<file path="config.mk">
export PLATFORM = sky130hd
export DESIGN_NAME = pces_prod_unit
export DESIGN_NICKNAME = d
export VERILOG_FILES = /design/src/rtl/pces_pkg.sv /design/src/rtl/pces_prod_unit.sv
export SDC_FILE = /design/constraint.sdc
export NUM_CORES = 2
export LEC_CHECK = 0
export ABC_AREA = 1
export BUFFER_PORTS_ARGS = -buffer_cell sky130_fd_sc_hd__buf_2
export CAP_MARGIN = 40
export CORE_MARGIN = 1.5
export CORE_UTILIZATION = 55
export CTS_CLUSTER_DIAMETER = 150
export CTS_CLUSTER_SIZE = 28
export DETAILED_ROUTE_END_ITERATION = 8
export PLACE_DENSITY = 0.73
export SYNTH_ARGS = -nofsm -noshare
export SYNTH_HDL_FRONTEND = slang
export SYNTH_SLANG_ARGS = --single-unit
</file>
<file path="constraint.sdc">
create_clock -name clk -period 9 [get_ports clk]
set_clock_uncertainty 0.05 [all_clocks]
set_input_delay 0.9 -clock clk [delete_from_list [all_inputs] [get_ports clk]]
set_output_delay 0.9 -clock clk [all_outputs]
set_load 0.05 [all_outputs]
</file>
<file path="src/rtl/pces_pkg.sv">
// pces_pkg: shared types, constants and constant functions for the pendulum chain energy block
// used by pces_cos_rom, pces_prod_unit and pendulum_chain_energy_sum_top
// no dependencies
package pces_pkg;

    localparam int LIMB_W     = 32;
    localparam int LIMBS      = 7;
    localparam int LIMB_IDX_W = 3;
    localparam int BIG_W      = LIMB_W * LIMBS;
    localparam int FACTOR_W   = 34;
    localparam int CARRY_W    = 34;

    localparam int SHIFT_KIN  = 65;
    localparam int SHIFT_GRAV = 68;
    localparam int SHIFT_HARM = 111;
    localparam int SHIFT_CPL  = 127;

    localparam logic [FACTOR_W-1:0] INV_2PI_Q32 = 34'd683565276;
    localparam logic [51:0]         INV_2PI_WRAP = {INV_2PI_Q32[19:0], 32'b0};
    localparam logic [63:0]         HALF_PI_Q62 = 64'h6487_ED51_10B4_611A;
    localparam logic [32:0]         ONE_Q30 = 33'h0_4000_0000;

    localparam logic [1:0] MODE_GRAV  = 2'd0;
    localparam logic [1:0] MODE_HARM  = 2'd1;
    localparam logic [1:0] MODE_NONE  = 2'd2;
    localparam logic [1:0] MODE_SPARE = 2'd3;

    localparam logic [1:0] CFG_INV_DT   = 2'd0;
    localparam logic [1:0] CFG_POT_MODE = 2'd1;
    localparam logic [1:0] CFG_RING     = 2'd2;

    typedef struct packed {
        logic signed [31:0] angle_now;
        logic signed [31:0] angle_before;
        logic        [23:0] bob_mass;
        logic        [23:0] arm_length;
        logic signed [31:0] gravity_factor;
        logic signed [31:0] coupling_factor;
        logic signed [31:0] phase_offset;
        logic               last_item;
    } in_item_t;

    typedef struct packed {
        logic signed [63:0] kinetic_sum;
        logic signed [63:0] coupling_sum;
        logic signed [63:0] potential_sum;
        logic signed [63:0] total_sum;
        logic               saturated;
    } out_item_t;

    typedef struct packed {
        logic                load;
        logic                start;
        logic [FACTOR_W-1:0] factor;
    } prod_ctl_t;

    typedef struct packed {
        logic busy;
        logic done;
    } prod_stat_t;

    typedef enum logic [3:0] {
        ST_IDLE,
        ST_TURN_LOAD,
        ST_TURN_MUL,
        ST_TURN_WAIT,
        ST_INDEX,
        ST_SCALE,
        ST_ROM,
        ST_COS,
        ST_TERM_LOAD,
        ST_TERM_MUL,
        ST_TERM_WAIT,
        ST_EXTRACT,
        ST_ADD,
        ST_TOTAL,
        ST_EMIT
    } state_t;

    typedef enum logic [1:0] {
        TERM_KIN,
        TERM_POT,
        TERM_CPL_HELD,
        TERM_CPL_RING
    } term_t;

    function automatic logic [63:0] mul_q62(input logic [63:0] a, input logic [63:0] b);
        logic [127:0] pr;
        pr = {64'b0, a} * {64'b0, b};
        return pr[125:62];
    endfunction

    // taylor series of cos in q62, rounded to q1.30
    function automatic logic [31:0] cos_q30(input logic [63:0] z, input logic neg);
        logic [63:0] z2;
        logic [63:0] term;
        logic [63:0] sum;
        logic [63:0] p;
        logic [63:0] c;
        int          n;
        z2   = mul_q62(z, z);
        term = 64'h4000_0000_0000_0000;
        sum  = term;
        for (n = 1; n <= 11; n++)
        begin
            p = mul_q62(term, z2);
            case (n)
                1:       term = p / 64'd2;
                2:       term = p / 64'd12;
                3:       term = p / 64'd30;
                4:       term = p / 64'd56;
                5:       term = p / 64'd90;
                6:       term = p / 64'd132;
                7:       term = p / 64'd182;
                8:       term = p / 64'd240;
                9:       term = p / 64'd306;
                10:      term = p / 64'd380;
                default: term = p / 64'd462;
            endcase
            if (n % 2 == 1)
                sum = sum - term;
            else
                sum = sum + term;
        end
        if (sum[63])
            sum = 64'd0;
        c = (sum + 64'h8000_0000) >> 32;
        if (c > 64'h4000_0000)
            c = 64'h4000_0000;
        return neg ? 32'(64'd0 - c) : c[31:0];
    endfunction

endpackage

</file>
<file path="src/rtl/pces_prod_unit.sv">
// pces_prod_unit: wide product register multiplied by one factor, one 32-bit limb a cycle
// depends on pces_pkg (prod_ctl_t, prod_stat_t, limb constants)
module pces_prod_unit (
    input  logic                          clk,
    input  logic                          rst_n,
    input  pces_pkg::prod_ctl_t           ctl,
    output pces_pkg::prod_stat_t          stat,
    output logic [pces_pkg::BIG_W-1:0]    big
);

    localparam logic [pces_pkg::LIMB_IDX_W-1:0] LAST_LIMB =
        pces_pkg::LIMB_IDX_W'(pces_pkg::LIMBS - 1);

    logic [pces_pkg::LIMB_W-1:0]     limb_reg [pces_pkg::LIMBS];
    logic [pces_pkg::LIMB_IDX_W-1:0] idx_reg;
    logic [pces_pkg::LIMB_IDX_W-1:0] idx_next;
    logic                            busy_reg;
    logic                            busy_next;
    logic [pces_pkg::CARRY_W-1:0]    carry_reg;
    logic [pces_pkg::FACTOR_W-1:0]   factor_reg;
    logic [65:0]                     step;

    assign step = {34'b0, limb_reg[idx_reg]} * {32'b0, factor_reg} + {32'b0, carry_reg};

    always_comb
    begin
        busy_next = busy_reg;
        idx_next  = idx_reg;
        if (ctl.start)
        begin
            busy_next = 1'b1;
            idx_next  = '0;
        end
        else if (busy_reg)
        begin
            if (idx_reg == LAST_LIMB)
                busy_next = 1'b0;
            else
                idx_next = idx_reg + 1'b1;
        end
    end

    always_ff @(posedge clk or negedge rst_n)
    begin
        if (!rst_n)
        begin
            busy_reg <= 1'b0;
            idx_reg  <= '0;
        end
        else
        begin
            busy_reg <= busy_next;
            idx_reg  <= idx_next;
        end
    end

    always_ff @(posedge clk)
    begin
        if (ctl.load)
        begin
            limb_reg[0] <= ctl.factor[31:0];
            limb_reg[1] <= {30'b0, ctl.factor[33:32]};
            for (int i = 2; i < pces_pkg::LIMBS; i++)
                limb_reg[i] <= '0;
        end
        else if (busy_reg)
        begin
            limb_reg[idx_reg] <= step[31:0];
        end
        if (ctl.start)
        begin
            factor_reg <= ctl.factor;
            carry_reg  <= '0;
        end
        else if (busy_reg)
        begin
            carry_reg <= step[65:32];
        end
    end

    for (genvar i = 0; i < pces_pkg::LIMBS; i++)
    begin : g_flat
        assign big[i*pces_pkg::LIMB_W +: pces_pkg::LIMB_W] = limb_reg[i];
    end

    assign stat.busy = busy_reg;
    assign stat.done = busy_reg && (idx_reg == LAST_LIMB);

endmodule

</file>
---- After elaboration in Yosys (flattened, before gate mapping) ----
Memory sizes are Yosys's and may differ from the RTL's.
Cells that the tools add are included.
word-level totals
  memories kept ........................... 1
  logic and storage cells ................. 28
  memory bits (writable) .................. 224
  flip-flop bits (word level) ............. 72
  output and inout bits ................... 226
  input bits .............................. 38
operators by class
  reduce and logical (&&, ||, !) cells .... 4
  multiply operators ...................... 1
  add/subtract/negate cells ............... 2
  muxes and demuxes ....................... 14
  equality and inequality tests ........... 2
memories
  name      depth  bits a word  rd ports  clocked after memory_dff  wr ports  RTL line              text
  limb_reg  7      32           8         0                         7         pces_prod_unit.sv:14  logic [pces_pkg::LIMB_W-1:0] limb_reg [pces_pkg::LIMBS];
operators with widths
  kind                                         count
  adder 66 x 34 -> 66 bit                      1
  multiplier 32 x 34 -> 66 bit                 1
  two-way mux 32 bit                           1
  OR reduction 32 bit                          1
  two-way mux 3 bit                            4
  two-way mux 1 bit                            9
  adder 3 x 1 -> 3 bit, second input constant  1
  equality test 3 bit, second input constant   1
  != test 2 bit, second input constant         1
  AND reduction 2 bit                          1
  nonzero test 2 bit                           1
  logical AND 1 bit                            1

---- Logic depth before layout (Yosys ltp) ----
  depth in word-level cells ............... 5
  depth in mapped cells ................... 41
  depth with buffers taken out ............ 37

---- Worst setup path after synthesis ----
Ideal clock, no wire load.
  kind .................................... reg2reg
  start ................................... reg idx_reg[1] (netlist bit)
  end ..................................... mem limb_reg[0][24] (netlist bit), data pin
  stages on the path, launching flop included .. 35
  data arrival time ....................... 7.105 ns
  slack ................................... 1.579 ns
  data required time ...................... 8.683 ns
  library setup time ...................... 0.267 ns
  path buffers ............................ 3
  period minus slack after synthesis ...... 7.421 ns
  path through ............................ dfrtp_1 -> inv_2 -> buf_2 -> clkbuf_1 -> o21ai_0 -> o221ai_1 -> nand2_1 -> inv_2 -> buf_2 -> nand2_1 -> fa_1 -> fa_1 -> fa_1 -> fa_1 -> inv_1 -> fa_1 -> inv_1 -> fa_1 -> inv_1 -> fa_1 -> inv_1 -> fa_1 -> inv_1 -> ha_1 -> nand2_1 -> inv_1 -> nand2_1 -> nand2_1 -> nand2_1 -> nand2_1 -> inv_1 -> nand3_1 -> or2_2 -> nand3_1 -> o21ai_0
RTL lines
  element                 RTL line              text
  start, declared         pces_prod_unit.sv:15  logic [pces_pkg::LIMB_IDX_W-1:0] idx_reg;
  start signal, assigned  pces_prod_unit.sv:53  idx_reg <= idx_next;
  end, declared           pces_prod_unit.sv:14

---- Final worst setup path ----
  start ................................... reg idx_reg[0] (netlist bit)
  end ..................................... reg carry_reg[18] (netlist bit)
on the way
  longest elaborated chain between the ends .. 3
ends and longest elaborated chain
  element                       RTL line              text
  memory read (7 x 32 bit)      --
  multiplier 32 x 34 -> 66 bit  pces_prod_unit.sv:23  assign step = {34'b0, limb_reg[idx_reg]} * {32'b0, factor_reg} + {32'b0, carry_reg};
  adder 66 x 34 -> 66 bit       pces_prod_unit.sv:23
  end signal, assigned          pces_prod_unit.sv:77  carry_reg <= step[65:32];
  end, declared                 pces_prod_unit.sv:19  logic [pces_pkg::CARRY_W-1:0] carry_reg;
No other way between the ends.
A chain may end at the register's enable or synchronous reset.

==> run_results.csv <==
group,metric,value,unit
critical_path,critPathSlowestCell,"fa_1",
die,fp.dieArea,93200,sq um
critical_path,timing.critical_path.to_type,"flop",
synthesis,yosys_warnings,0,
synthesis,postSynthCellCount,6011,
clock_tree,cts.root.buffer_cell,"clkbuf_16",
clock_tree,cts_num_sinks,328,
timing,hold_viol,0,
critical_path,reg2reg_slack,0.24,ns
global_routing,grt_max_degree,65,
timing,rsz_0062_raised_after_global_routing,"no",
synthesis,netlist-cell-type-count,41,
timing,totalNegativeSetupSlack,0,ns
cells_and_area,num-nets-final,7489,
drt,drt-vias-per-instance,5.67,
critical_path,critical-path-max-stage-delay,0.54,ns
clock_tree,hold_buffers,0,
synthesis,syn_nets,7306,
synthesis,synth_flop_cell,"edfxtp_1",
clock_tree,clock_tree.buffer_depth,3,
clock_tree,numCtsBuffers,15,
timing,worstMarginPinSlew,0.961,ns
global_routing,grt_pass1_vias,42900,
synthesis,synth_sequential_area_ratio,18.2,%
timing,achievable-frequency,114,MHz
cells_and_area,fin_cells,7381,
cells_and_area,final_layout_size_suffix_gt1_share,8.72,%
placed_design,placement.io_buffers,263,
die,floorplan.initialDensity,55.7,%
placed_design,placed_cells_incl_taps,7353,
clock_tree,htree_num_levels,1,
synthesis,netlist.area_leader.share,39.4,%
synthesis,synthesis.area_per_instance,8.36,sq um
global_routing,grt.total_usage,39.7,%
die,die_height,305,um
drt,detailroute.via_count,41800,
worst_hold_path,timing.hold.worst.class,"in2async",
clock_tree,worstSkewPairLatency,0.55,ns
timing,max-slew-margin-rel,35.9,%
placed_design,place.detailed.hpwl,151000,um
cells_and_area,number_of_flip_flops_under_the_largest_register_name,256,
synthesis,ys_async_sr_fraction,1.22,%
timing,timing.final.max_slew_violations,0,
critical_path,cp_max_fo,41,
timing,final-setup-viol-count,0,
critical_path,critical_path_class,"reg2reg",
timing,worst_hold_slack,0.128,ns
critical_path,r2r_cells,31,
synthesis,postSynthRegisterBits,328,
die,floorplan.core_area,90300,sq um
die,num_io_pins,264,
drt,final_routed_wire_length_divided_by_cell_count,24.5,um
timing,period_needed,8.76,ns
drt,finalWirelength,181000,um
critical_path,regToRegStartpoint,"idx_reg[0]$_DFFE_PN0P_",
outcome,run_status,"complete, no violations",
timing,period_share,97.3,%
synthesis,synth.cell_area,50300,sq um
global_routing,number_of_antenna_violations_at_the_first_check_in_global_routing,6,
drt,first_iter_violations,4750,
die,die_width,305,um
die,placement_rows,110,
global_routing,grt_residual_overflow,0,
critical_path,critPathLaunchType,"flop",
synthesis,synth_edf_count,258,
drt,drc_errors,0,
synthesis,ys_top_cells_by_area,"fa_1 39%, edfxtp_1 15%, inv_1 10%, nand2_1 10%, ha_1 6.6%",
critical_path,critPathArrivalTime,9.16,ns
clock_tree,clk_pin_slew_worst_setup_hold_paths,0.12,ns
synthesis,synth.largest_area_cell,"fa_1",
global_routing,global_route_wire_length_before_repair,273000,um
critical_path,reg2reg_to,"carry_reg[18]$_SDFFE_PP0P_",
clock_tree,tritoncts,"done",
cells_and_area,area_growth_syn_to_layout,7.21,%
placed_design,weighted_congestion_reported_at_the_end_of_routability_driven_placement,1.01,
run,max_cap_viol_count,0,
critical_path,worst-endpoint-required,9.40,ns
drt,route.antenna.remaining_nets,0,
drt,firstDrtPassIters,8,
==> worst max path at each step <==
stage	startpoint	endpoint	slack (ns)	cells past startpoint
after global placement	idx_reg[0]$_DFFE_PN0P_	limb_reg[0][19]$_DFFE_PP_	0.22	31
after CTS	idx_reg[0]$_DFFE_PN0P_	limb_reg[0][19]$_DFFE_PP_	0.09	31
after detailed placement	idx_reg[0]$_DFFE_PN0P_	limb_reg[0][19]$_DFFE_PP_	0.13	31
after global routing	idx_reg[0]$_DFFE_PN0P_	carry_reg[18]$_SDFFE_PP0P_	0.005	31
final	idx_reg[0]$_DFFE_PN0P_	carry_reg[18]$_SDFFE_PP0P_	0.24	31
after floorplan	idx_reg[1]$_DFFE_PN0P_	limb_reg[0][24]$_DFFE_PP_	1.58	34
==> cell type report <==
type / instances / area (sq um)
flip-flops and latches: 328 / 9170
repair buffers: 438 / 2890
diodes: 2 / 5.00
well taps: 1176 / 1470
inverters: 1434 / 5440
fillers: 8162 / 36400
multi-input cells: 3977 / 34500
clock buffers: 23 / 405
clock inverters: 3 / 21.3
==> placed cells by master, fill, tap and decap left out, drive strengths merged <==
cell         n
nand2     1397
nor3        14
inv       1414
o211ai      26
edfxtp     258
buf        438
o221ai      38
dfrtp        4
o21a         1
clkbuf      23
xor2         3
o41ai        1
clkinvlp    10
nor2       792
nand2b       1
o21bai       4
nand3b       1
xnor2        4
clkinv      13
a21oi      104
nand3       96
diode        2
fa         990
o21ai      177
nand4       11
and2         1
ha         267
a211oi       1
or2         19
dfxtp       66
o22ai       26
nor4         3
==> timing repair <==
item | CTS | global route
endpoints found under the setup margin | 0 | 130
buffers inserted | 0 | 0
gates resized for setup | 0 | 40
hold endpoints to repair | 0 | 0
==> cells in the mapped netlist (4+ instances only) <==
cell type / number
buf_6: 9
nand2_2: 6
o22ai_1: 26
nand4_1: 11
dfrtp_1: 4
clkinv_1: 8
nand3_1: 94
nor3_1: 14
inv_1: 1398
o211ai_1: 26
xnor2_1: 4
buf_1: 10
buf_2: 99
o21ai_1: 4
edfxtp_1: 258
o21ai_0: 173
nand2_1: 1391
ha_1: 267
fa_1: 990
inv_2: 27
dfxtp_1: 66
a21oi_1: 104
o221ai_1: 38
or2_2: 18
nor2_1: 787
clkbuf_1: 135
o21bai_1: 4
buf_4: 19
==> critical path, delay by kind of cell (launching register included) <==
family | cells | cell delay, ns
compound gates | 2 | 0.38
fa+ha+maj | 9 | 4.24
buf+inv | 10 | 1.48
flops | 1 | 0.53
simple gates | 10 | 1.92
==> cells by family (layout without fill, tap and decap cells) <==
family                     Yosys count  count (layout)  share of synthesized area [%]
AOI/OAI and AO/OA                  378             378                           4.28
xor gates and xnor gates             7               7                          0.122
adders and majority gates         1257            1257                           46.1
buffers and inverters             1706            1898                           13.3
DFF                                328             328                           18.2
other                                0               2                              0
and+or+nand+nor                   2335            2335                           18.0
==> per-layer routing <==
layer	wire, um	GRT usage (%)	vias to the layer above
li1	-	-	17900
met5	61	0	-
met4	8360	15.1	10
met1	68900	54.0	20900
met2	80400	60.9	2589
met3	23300	10.6	385
==> metrics by stage <==
step | util [%] | area [sq um] | setup WS (ns)
after floorplan | - | 50300 | 1.58
after global placement | 58.9 | 53200 | 0.218
after detailed placement | 59.1 | 53400 | 0.127
after CTS | 59.6 | 53800 | 0.0946
after global routing | 59.7 | 53900 | 0.00510
final | 59.7 | 53900 | 0.244
Power is not shown: default switching activity piles up to over one toggle a cycle in this logic, so the estimate is an artifact.
